[config.mk]
export PLATFORM = sky130hd
export DESIGN_NAME = string_literal_unescaper_unit
export DESIGN_NICKNAME = d
export VERILOG_FILES = /design/src/slu_pkg.sv /design/src/slu_front.sv /design/src/slu_queue.sv /design/src/slu_back.sv /design/src/string_literal_unescaper_unit.sv
export SDC_FILE = /design/constraint.sdc
export NUM_CORES = 1
export LEC_CHECK = 0
export ABC_AREA = 1
export BUFFER_PORTS_ARGS = -buffer_cell sky130_fd_sc_hd__buf_4
export CAP_MARGIN = 20
export CORE_MARGIN = 2
export CORE_UTILIZATION = 40
export CTS_BUF_LIST = sky130_fd_sc_hd__clkbuf_16
export CTS_CLUSTER_DIAMETER = 80
export DETAILED_ROUTE_END_ITERATION = 12
export PLACE_DENSITY = 0.56
export RECOVER_POWER = 50
export SYNTH_ARGS = -nofsm -noshare
export SYNTH_HDL_FRONTEND = slang
export SYNTH_HIERARCHICAL = 1
export SYNTH_SLANG_ARGS = --single-unit
[constraint.sdc]
create_clock -name clk -period 4.1 [get_ports clk]
set_clock_uncertainty 0.15 [all_clocks]
set_input_delay 0.205 -clock clk [delete_from_list [all_inputs] [get_ports clk]]
set_output_delay 0.205 -clock clk [all_outputs]
set_load 0.05 [all_outputs]
[src/slu_pkg.sv]
// Shared types, character codes and decode helpers for the string literal unescaper.
`timescale 1ns / 1ps

package slu_pkg;

    // Result kinds
    localparam logic [1:0] KIND_BYTE = 2'd0;
    localparam logic [1:0] KIND_OK   = 2'd1;
    localparam logic [1:0] KIND_BAD  = 2'd2;

    // Characters that steer the decoder
    localparam logic [7:0] CH_QUOTE = 8'h22;
    localparam logic [7:0] CH_BSL   = 8'h5C;
    localparam logic [7:0] CH_X     = 8'h78;
    localparam logic [7:0] CH_ZERO  = 8'h30;
    localparam logic [7:0] CH_SEVEN = 8'h37;

    // Largest value an escape may hold
    localparam logic [11:0] ESC_MAX = 12'd255;

    // One result beat
    typedef struct packed {
        logic [7:0] byte_val;
        logic [1:0] kind;
    } slu_result_t;

    // One queue entry: the results caused by one input character
    typedef struct packed {
        logic        two;
        slu_result_t first;
        slu_result_t second;
    } slu_entry_t;

    // Hex digit value; valid flag in the top bit
    function automatic logic [4:0] hex_digit(input logic [7:0] c);
        logic [4:0] r;
        r = 5'd0;
        if (c >= 8'h30 && c <= 8'h39) begin
            r = {1'b1, 4'(c - 8'h30)};
        end
        else if (c >= 8'h61 && c <= 8'h66) begin
            r = {1'b1, 4'(c - 8'h57)};
        end
        else if (c >= 8'h41 && c <= 8'h46) begin
            r = {1'b1, 4'(c - 8'h37)};
        end
        return r;
    endfunction

    // Simple escape mapping; unknown characters map to themselves
    function automatic logic [7:0] simple_escape(input logic [7:0] c);
        logic [7:0] r;
        unique case (c)
            8'h27:   r = 8'd39;
            8'h22:   r = 8'd34;
            8'h5C:   r = 8'd92;
            8'h61:   r = 8'd7;
            8'h62:   r = 8'd8;
            8'h65:   r = 8'd27;
            8'h66:   r = 8'd12;
            8'h6E:   r = 8'd10;
            8'h72:   r = 8'd13;
            8'h74:   r = 8'd9;
            8'h76:   r = 8'd11;
            8'h3F:   r = 8'd63;
            default: r = c;
        endcase
        return r;
    endfunction

endpackage

[src/slu_front.sv]
// Front end: accepts characters, tracks literal phase and escape value, builds result entries.
`timescale 1ns / 1ps

module slu_front
    import slu_pkg::*;
(
    input  logic       clk,
    input  logic       rst_n,
    input  logic       accept,
    input  logic [7:0] char_in,
    input  logic       is_last,
    output logic       entry_push,
    output slu_entry_t entry
);

    typedef enum logic [2:0] {
        PH_OPEN = 3'd0,
        PH_BODY = 3'd1,
        PH_ESC  = 3'd2,
        PH_HEX  = 3'd3,
        PH_OCT  = 3'd4,
        PH_SKIP = 3'd5
    } phase_t;

    phase_t      phase_reg, phase_next;
    logic [7:0]  esc_reg, esc_next;

    // Body character outcome
    logic        body_emit;
    slu_result_t body_res;
    phase_t      body_phase;

    // Digit handling
    logic [4:0]  hd;
    logic        is_hex;
    logic        digit_ok;
    logic [11:0] nv;

    logic [1:0]  n;
    slu_result_t r0, r1;

    // Judge a character as part of the literal body
    always_comb
    begin
        body_emit  = 1'b1;
        body_res   = '{byte_val: 8'd0, kind: KIND_BAD};
        body_phase = PH_BODY;
        if (is_last) begin
            body_res.kind = (char_in == CH_QUOTE) ? KIND_OK : KIND_BAD;
            body_phase    = PH_OPEN;
        end
        else if (char_in == CH_BSL) begin
            body_emit  = 1'b0;
            body_phase = PH_ESC;
        end
        else begin
            body_res = '{byte_val: char_in, kind: KIND_BYTE};
        end
    end

    // Grow the escape value by one digit
    always_comb
    begin
        hd       = hex_digit(char_in);
        is_hex   = (phase_reg == PH_HEX);
        digit_ok = hd[4] && (is_hex || !hd[3]);
        nv       = is_hex ? ({esc_reg, 4'd0} + {8'd0, hd[3:0]})
                          : ({1'b0, esc_reg, 3'd0} + {8'd0, hd[3:0]});
    end

    // Classify the character and pick the next state
    always_comb
    begin
        phase_next = phase_reg;
        esc_next   = esc_reg;
        n          = 2'd0;
        r0         = '{byte_val: 8'd0, kind: KIND_BAD};
        r1         = '{byte_val: 8'd0, kind: KIND_BAD};
        unique case (phase_reg)
            PH_BODY:
            begin
                n          = {1'b0, body_emit};
                r0         = body_res;
                phase_next = body_phase;
            end
            PH_ESC:
            begin
                if (is_last) begin
                    n          = 2'd1;
                    phase_next = PH_OPEN;
                end
                else if (char_in == CH_X) begin
                    esc_next   = 8'd0;
                    phase_next = PH_HEX;
                end
                else if (char_in >= CH_ZERO && char_in <= CH_SEVEN) begin
                    esc_next   = 8'(char_in - CH_ZERO);
                    phase_next = PH_OCT;
                end
                else begin
                    n          = 2'd1;
                    r0         = '{byte_val: simple_escape(char_in), kind: KIND_BYTE};
                    phase_next = PH_BODY;
                end
            end
            PH_HEX, PH_OCT:
            begin
                if (!is_last && digit_ok && nv <= ESC_MAX) begin
                    esc_next = nv[7:0];
                end
                else begin
                    r0         = '{byte_val: esc_reg, kind: KIND_BYTE};
                    r1         = body_res;
                    n          = body_emit ? 2'd2 : 2'd1;
                    esc_next   = 8'd0;
                    phase_next = body_phase;
                end
            end
            PH_SKIP:
            begin
                if (is_last) begin
                    n          = 2'd1;
                    phase_next = PH_OPEN;
                end
            end
            default:
            begin
                esc_next = 8'd0;
                if (is_last) begin
                    n          = 2'd1;
                    phase_next = PH_OPEN;
                end
                else if (char_in == CH_QUOTE) begin
                    phase_next = PH_BODY;
                end
                else begin
                    phase_next = PH_SKIP;
                end
            end
        endcase
    end

    assign entry_push   = accept && (n != 2'd0);
    assign entry.two    = n[1];
    assign entry.first  = r0;
    assign entry.second = r1;

    // Hold state; advance on each accepted beat
    always_ff @(posedge clk or negedge rst_n)
    begin
        if (!rst_n) begin
            phase_reg <= PH_OPEN;
            esc_reg   <= 8'd0;
        end
        else if (accept) begin
            phase_reg <= phase_next;
            esc_reg   <= esc_next;
        end
    end

endmodule

[src/slu_queue.sv]
// Short entry queue between the front end and the back end.
`timescale 1ns / 1ps

module slu_queue
    import slu_pkg::*;
#(
    parameter int DEPTH = 4
)
(
    input  logic       clk,
    input  logic       rst_n,
    input  logic       wr_en,
    input  slu_entry_t wr_data,
    input  logic       rd_en,
    output slu_entry_t rd_data,
    output logic       full,
    output logic       not_empty
);

    localparam int PTR_W = (DEPTH > 1) ? $clog2(DEPTH) : 1;
    localparam int CNT_W = $clog2(DEPTH + 1);

    slu_entry_t        mem [DEPTH];
    logic [PTR_W-1:0]  wr_ptr_reg, rd_ptr_reg;
    logic [CNT_W-1:0]  count_reg;

    assign full      = (count_reg == CNT_W'(DEPTH));
    assign not_empty = (count_reg != '0);
    assign rd_data   = mem[rd_ptr_reg];

    // Store entries
    always_ff @(posedge clk)
    begin
        if (wr_en) begin
            mem[wr_ptr_reg] <= wr_data;
        end
    end

    // Advance pointers and count
    always_ff @(posedge clk or negedge rst_n)
    begin
        if (!rst_n) begin
            wr_ptr_reg <= '0;
            rd_ptr_reg <= '0;
            count_reg  <= '0;
        end
        else begin
            if (wr_en) begin
                wr_ptr_reg <= (wr_ptr_reg == PTR_W'(DEPTH - 1)) ? '0 : PTR_W'(wr_ptr_reg + 1'b1);
            end
            if (rd_en) begin
                rd_ptr_reg <= (rd_ptr_reg == PTR_W'(DEPTH - 1)) ? '0 : PTR_W'(rd_ptr_reg + 1'b1);
            end
            if (wr_en && !rd_en) begin
                count_reg <= CNT_W'(count_reg + 1'b1);
            end
            else if (!wr_en && rd_en) begin
                count_reg <= CNT_W'(count_reg - 1'b1);
            end
        end
    end

endmodule

[src/slu_back.sv]
// Back end: splits queue entries into single result beats behind an output register.
`timescale 1ns / 1ps

module slu_back
    import slu_pkg::*;
(
    input  logic       clk,
    input  logic       rst_n,
    input  logic       entry_avail,
    input  slu_entry_t entry,
    output logic       entry_pop,
    output logic [7:0] byte_out,
    output logic [1:0] kind,
    output logic       last_of_run,
    output logic       empty,
    input  logic       pop
);

    logic        out_valid_reg;
    logic        second_reg;
    slu_result_t out_res_reg;
    logic        out_last_reg;
    logic        load;
    logic        take_second;
    logic        more;

    // Load the output register when it is free or being drained
    assign load        = entry_avail && (!out_valid_reg || pop);
    assign take_second = second_reg;
    assign more        = entry.two && !second_reg;
    assign entry_pop   = load && !more;

    assign byte_out    = out_res_reg.byte_val;
    assign kind        = out_res_reg.kind;
    assign last_of_run = out_last_reg;
    assign empty       = !out_valid_reg;

    // Hold output payload
    always_ff @(posedge clk)
    begin
        if (load) begin
            out_res_reg  <= take_second ? entry.second : entry.first;
            out_last_reg <= !more;
        end
    end

    // Track output valid and which half of the entry is next
    always_ff @(posedge clk or negedge rst_n)
    begin
        if (!rst_n) begin
            out_valid_reg <= 1'b0;
            second_reg    <= 1'b0;
        end
        else begin
            if (load) begin
                out_valid_reg <= 1'b1;
                second_reg    <= more;
            end
            else if (pop) begin
                out_valid_reg <= 1'b0;
            end
        end
    end

endmodule

[src/string_literal_unescaper_unit.sv]
// Top level of the string literal unescaper.
//
// Input channel: one literal character per beat on char_in, is_last set on
// the closing character. A beat is taken when push is high and full is low.
// Output channel: decoded results, oldest first. While empty is low the
// result on byte_out/kind/last_of_run is valid; pop with empty low takes it.
// kind is byte, literal ok or malformed; last_of_run marks the final result
// caused by one input character.
// A character's results are written into the queue when its beat is accepted
// and are then loaded into the output register, which presents them.
// Throughput: one character per cycle while full is low and each makes
// at most one result; a character that closes a numeric escape makes two
// unless it is a backslash; the output register then presents them in turn.
// A queue of QUEUE_DEPTH entries between front and back end absorbs stalls;
// when the receiver holds pop low the queue fills and full rises.
// Reset clears the queue and output register and expects an opening quote.
`timescale 1ns / 1ps

module string_literal_unescaper_unit
    import slu_pkg::*;
#(
    parameter int QUEUE_DEPTH = 4
)
(
    input  logic       clk,
    input  logic       rst_n,
    input  logic [7:0] char_in,
    input  logic       is_last,
    input  logic       push,
    output logic       full,
    output logic [7:0] byte_out,
    output logic [1:0] kind,
    output logic       last_of_run,
    output logic       empty,
    input  logic       pop
);

    logic       accept;
    logic       entry_push;
    slu_entry_t entry_in;
    slu_entry_t entry_head;
    logic       entry_avail;
    logic       entry_pop;

    assign accept = push && !full;

    slu_front u_front (
        .clk        (clk),
        .rst_n      (rst_n),
        .accept     (accept),
        .char_in    (char_in),
        .is_last    (is_last),
        .entry_push (entry_push),
        .entry      (entry_in)
    );

    slu_queue #(
        .DEPTH (QUEUE_DEPTH)
    ) u_queue (
        .clk       (clk),
        .rst_n     (rst_n),
        .wr_en     (entry_push),
        .wr_data   (entry_in),
        .rd_en     (entry_pop),
        .rd_data   (entry_head),
        .full      (full),
        .not_empty (entry_avail)
    );

    slu_back u_back (
        .clk         (clk),
        .rst_n       (rst_n),
        .entry_avail (entry_avail),
        .entry       (entry_head),
        .entry_pop   (entry_pop),
        .byte_out    (byte_out),
        .kind        (kind),
        .last_of_run (last_of_run),
        .empty       (empty),
        .pop         (pop)
    );

endmodule
==> results.cfg <==
[sta]
grt_setup_unrepaired = false
period_minus_slack_ps = 3632
fmax_mhz = 275.3
setup_viol = 0
tightest_slew_ps = 1542
relSlewSlack_pct = -2.832
fin_crit_sh_pct = 88.59
hold_viol = 0
drv_slew = 24
hold_ws_ps = 43.34

[floorplan]
fp-row-count = 46
die_area_um2 = 17410
die_w_um = 132.0
initial_core_util_pct = 41.08
core_area_um2 = 15940
ios = 26
chipHeight_um = 132.0

[pwr]
combinationalPowerShare_pct = 36.3
intPower_mw = 3.094
leakagePower_nw = 3.319
powerDensity_nw_per_um2 = 670.1
clockPowerShare_pct = 29.2
p_sw_share_pct = 38.45
switching_power_mw = 1.933
max-vdd-ir-drop_uv = 347.5
sequentialPowerShare_pct = 34.5

[grt]
grt_pass1_vias = 4877
grt_pass1_wl_um = 24880
grt_max_degree = 81
grt_antenna_before_repair = 0
grt_usage_pct = 18.33
overflow = 0

[clock_tree]
clkSlewWorstSetupHoldPaths_ps = 50
h-tree-depth = 4
cts_root_buf = clkbuf_16
clk_path_buf_depth = 2
cts.sinks = 115
tritoncts = done
clock_latency_ps = 410
cts_inserted_buffers = 17

[critical_path]
end_kind = register
cp.arrival_ps = 3590
setup.worst_path.class = in2reg
r2r-start = u_queue/rd_ptr_reg[1]
cp_max_fo = 10
rrSetupSlack_ps = 570
critPathLaunchType = input pin
crit_start = char_in[4]
cp.required_ps = 4060

[placed_design]
io_buffers = 25
dp.final_hpwl_um = 10400
place.gp.congestion = 0.9376

[detailed_routing]
wl_per_cell_um = 15.28
vias = 4905
dr.first_iter.drc_count = 329
viasPerCell = 4.965
detail-route-antenna-nets = 0
drc = 0
dr.pass1.iters = 5
wl_um = 15100

[yosys]
syn-num-nets = 749
synth_edf_count = 95
ys_seq_elements = 115
synthMostInstantiatedCell = nand2_1
synthCells = 717
synth_commonest_cells = 232 x nand2_1, 97 x inv_1, 95 x edfxtp_1
async_flop_share_pct = 17.39
yosysTopAreaCellShare_pct = 43.56
yosysTopAreaCell = edfxtp_1
ys.flop_type = edfxtp_1
ys_top_cells_by_area = edfxtp_1 44%, nand2_1 13%, dfrtp_1 7.6%
yosysWarnings = 6
synth_area_um2 = 6549
avgSynthCellArea_um2 = 9.134
yosysUniqueCellTypes = 41
yosysSeqAreaShare_pct = 51.20

[worst_hold_path]
hp-start = char_in[0]
min_path_type = in2reg

[final_layout]
area_growth_pct = 14.54
largest_reg_flops = 84
multi_input_area_um2 = 2551
seq_area_um2 = 3353
fillCellCount = 1543
antenna_cells = 0
drive_above_1_share_pct = 14.90
final_nets = 791
fin_util_pct = 47.05

[run_status]
status = finished, violations left
violations = capacitance limit, slew limit

[flow_run]
cap_violations = 1
==> logic make-up after synthesis <==
| group | after synthesis | share of synthesized area [%] |
|---|---|---|
| AOI/OAI and AO/OA | 79 | 10.09 |
| xor gates and xnor gates | 4 | 0.5351 |
| adders and majority gates | 19 | 3.745 |
| buffers and inverters | 129 | 8.884 |
| DFF | 115 | 51.20 |
| and+or+nand+nor | 371 | 25.54 |
==> power groups by stage <==
stage / Clock (mW) / Sequential (mW) / Combinational (mW)
2_1_floorplan: 0 / 1.94 / 1.27
3_3_place_gp: 0 / 1.76 / 1.90
3_5_place_dp: 0 / 1.76 / 1.93
4_1_cts: 1.49 / 1.74 / 1.94
5_1_grt: 1.55 / 1.76 / 2.05
6_report: 1.47 / 1.73 / 1.82
==> path summary, 6_finish.rpt <==
kind,end,cells past startpoint
max,u_queue/mem[2][17],24
min,u_front/esc_reg[0],5
max reg2reg,u_queue/count_reg[1],13
min reg2reg,u_queue/count_reg[2],2
max in group asynchronous,u_front/esc_reg[6],2
min in group asynchronous,u_queue/rd_ptr_reg[1],2
==> critical path: stages <==
cell        delay [ps]
buf_4              150
inv_1              120
ha_2               210
inv_1               70
nor2_4             140
nand2_1            110
nand3_1             80
nand2_1             90
nand3_2            110
nand2_2             70
inv_1               60
ha_1               160
ha_1               190
nand3_1            120
nor2_2             120
nand2_1             60
a21oi_1            160
nand2_1             80
inv_1              270
nand2_4             80
nand2_1            270
clkinvlp_2         340
nand2_1            150
nand3_1            170
==> layout by cell type, fill, tap and decap left out, drive strengths merged, types with 2 or more instances in the layout <==
cell,n
o21ai,16
nor2,50
a21oi,11
xnor2,2
o211ai,46
edfxtp,95
ha,18
nand2,248
clkbuf,34
nor3,13
nand4,17
dfrtp,20
clkinvlp,5
bufinv,3
clkinv,8
xor2,2
o22ai,2
buf,24
nand3,42
dlygate4sd3,2
inv,108
==> area by class of cell <==
cell class,count,area share [%]
Multi-Input combinational cell,473,34.01
Timing Repair Buffer,43,4.187
Clock buffer,17,5.671
Sequential cell,115,44.70
Inverter,109,5.605
Clock inverter,15,2.219
Tap cell,216,3.603
==> routing by layer <==
layer | GRT usage, % | vias up | part of all wire, %
li1 | - | 2457 | -
met1 | 22.27 | 2320 | 45
met2 | 32.18 | 111 | 50
met3 | 3.998 | 17 | 3.8
met4 | 6.280 | 0 | 1.1
met5 | 0 | - | 0
==> timing repair <==
item | 4_1_cts | 5_1_grt
gates resized for setup | 0 | 5
hold endpoints to repair | 22 | 0
setup endpoints to repair | 0 | 67
hold buffers | 2 | 0
setup buffers | 0 | 1
==> per-stage QoR <==
stage	total power [mW]	cells	cell area [um2]	setup slack, ps	setup TNS [ps]
6_report	5.026	988	7501	467.9	0
5_1_grt	5.358	988	7501	56.37	0
4_1_cts	5.169	987	7624	250.9	0
3_5_place_dp	3.688	953	7012	-166.9	-213.8
3_3_place_gp	3.654	953	7012	153.8	0
2_1_floorplan	3.212	717	6549	247.8	0
Note: power is estimated with default switching activity, not from simulation.
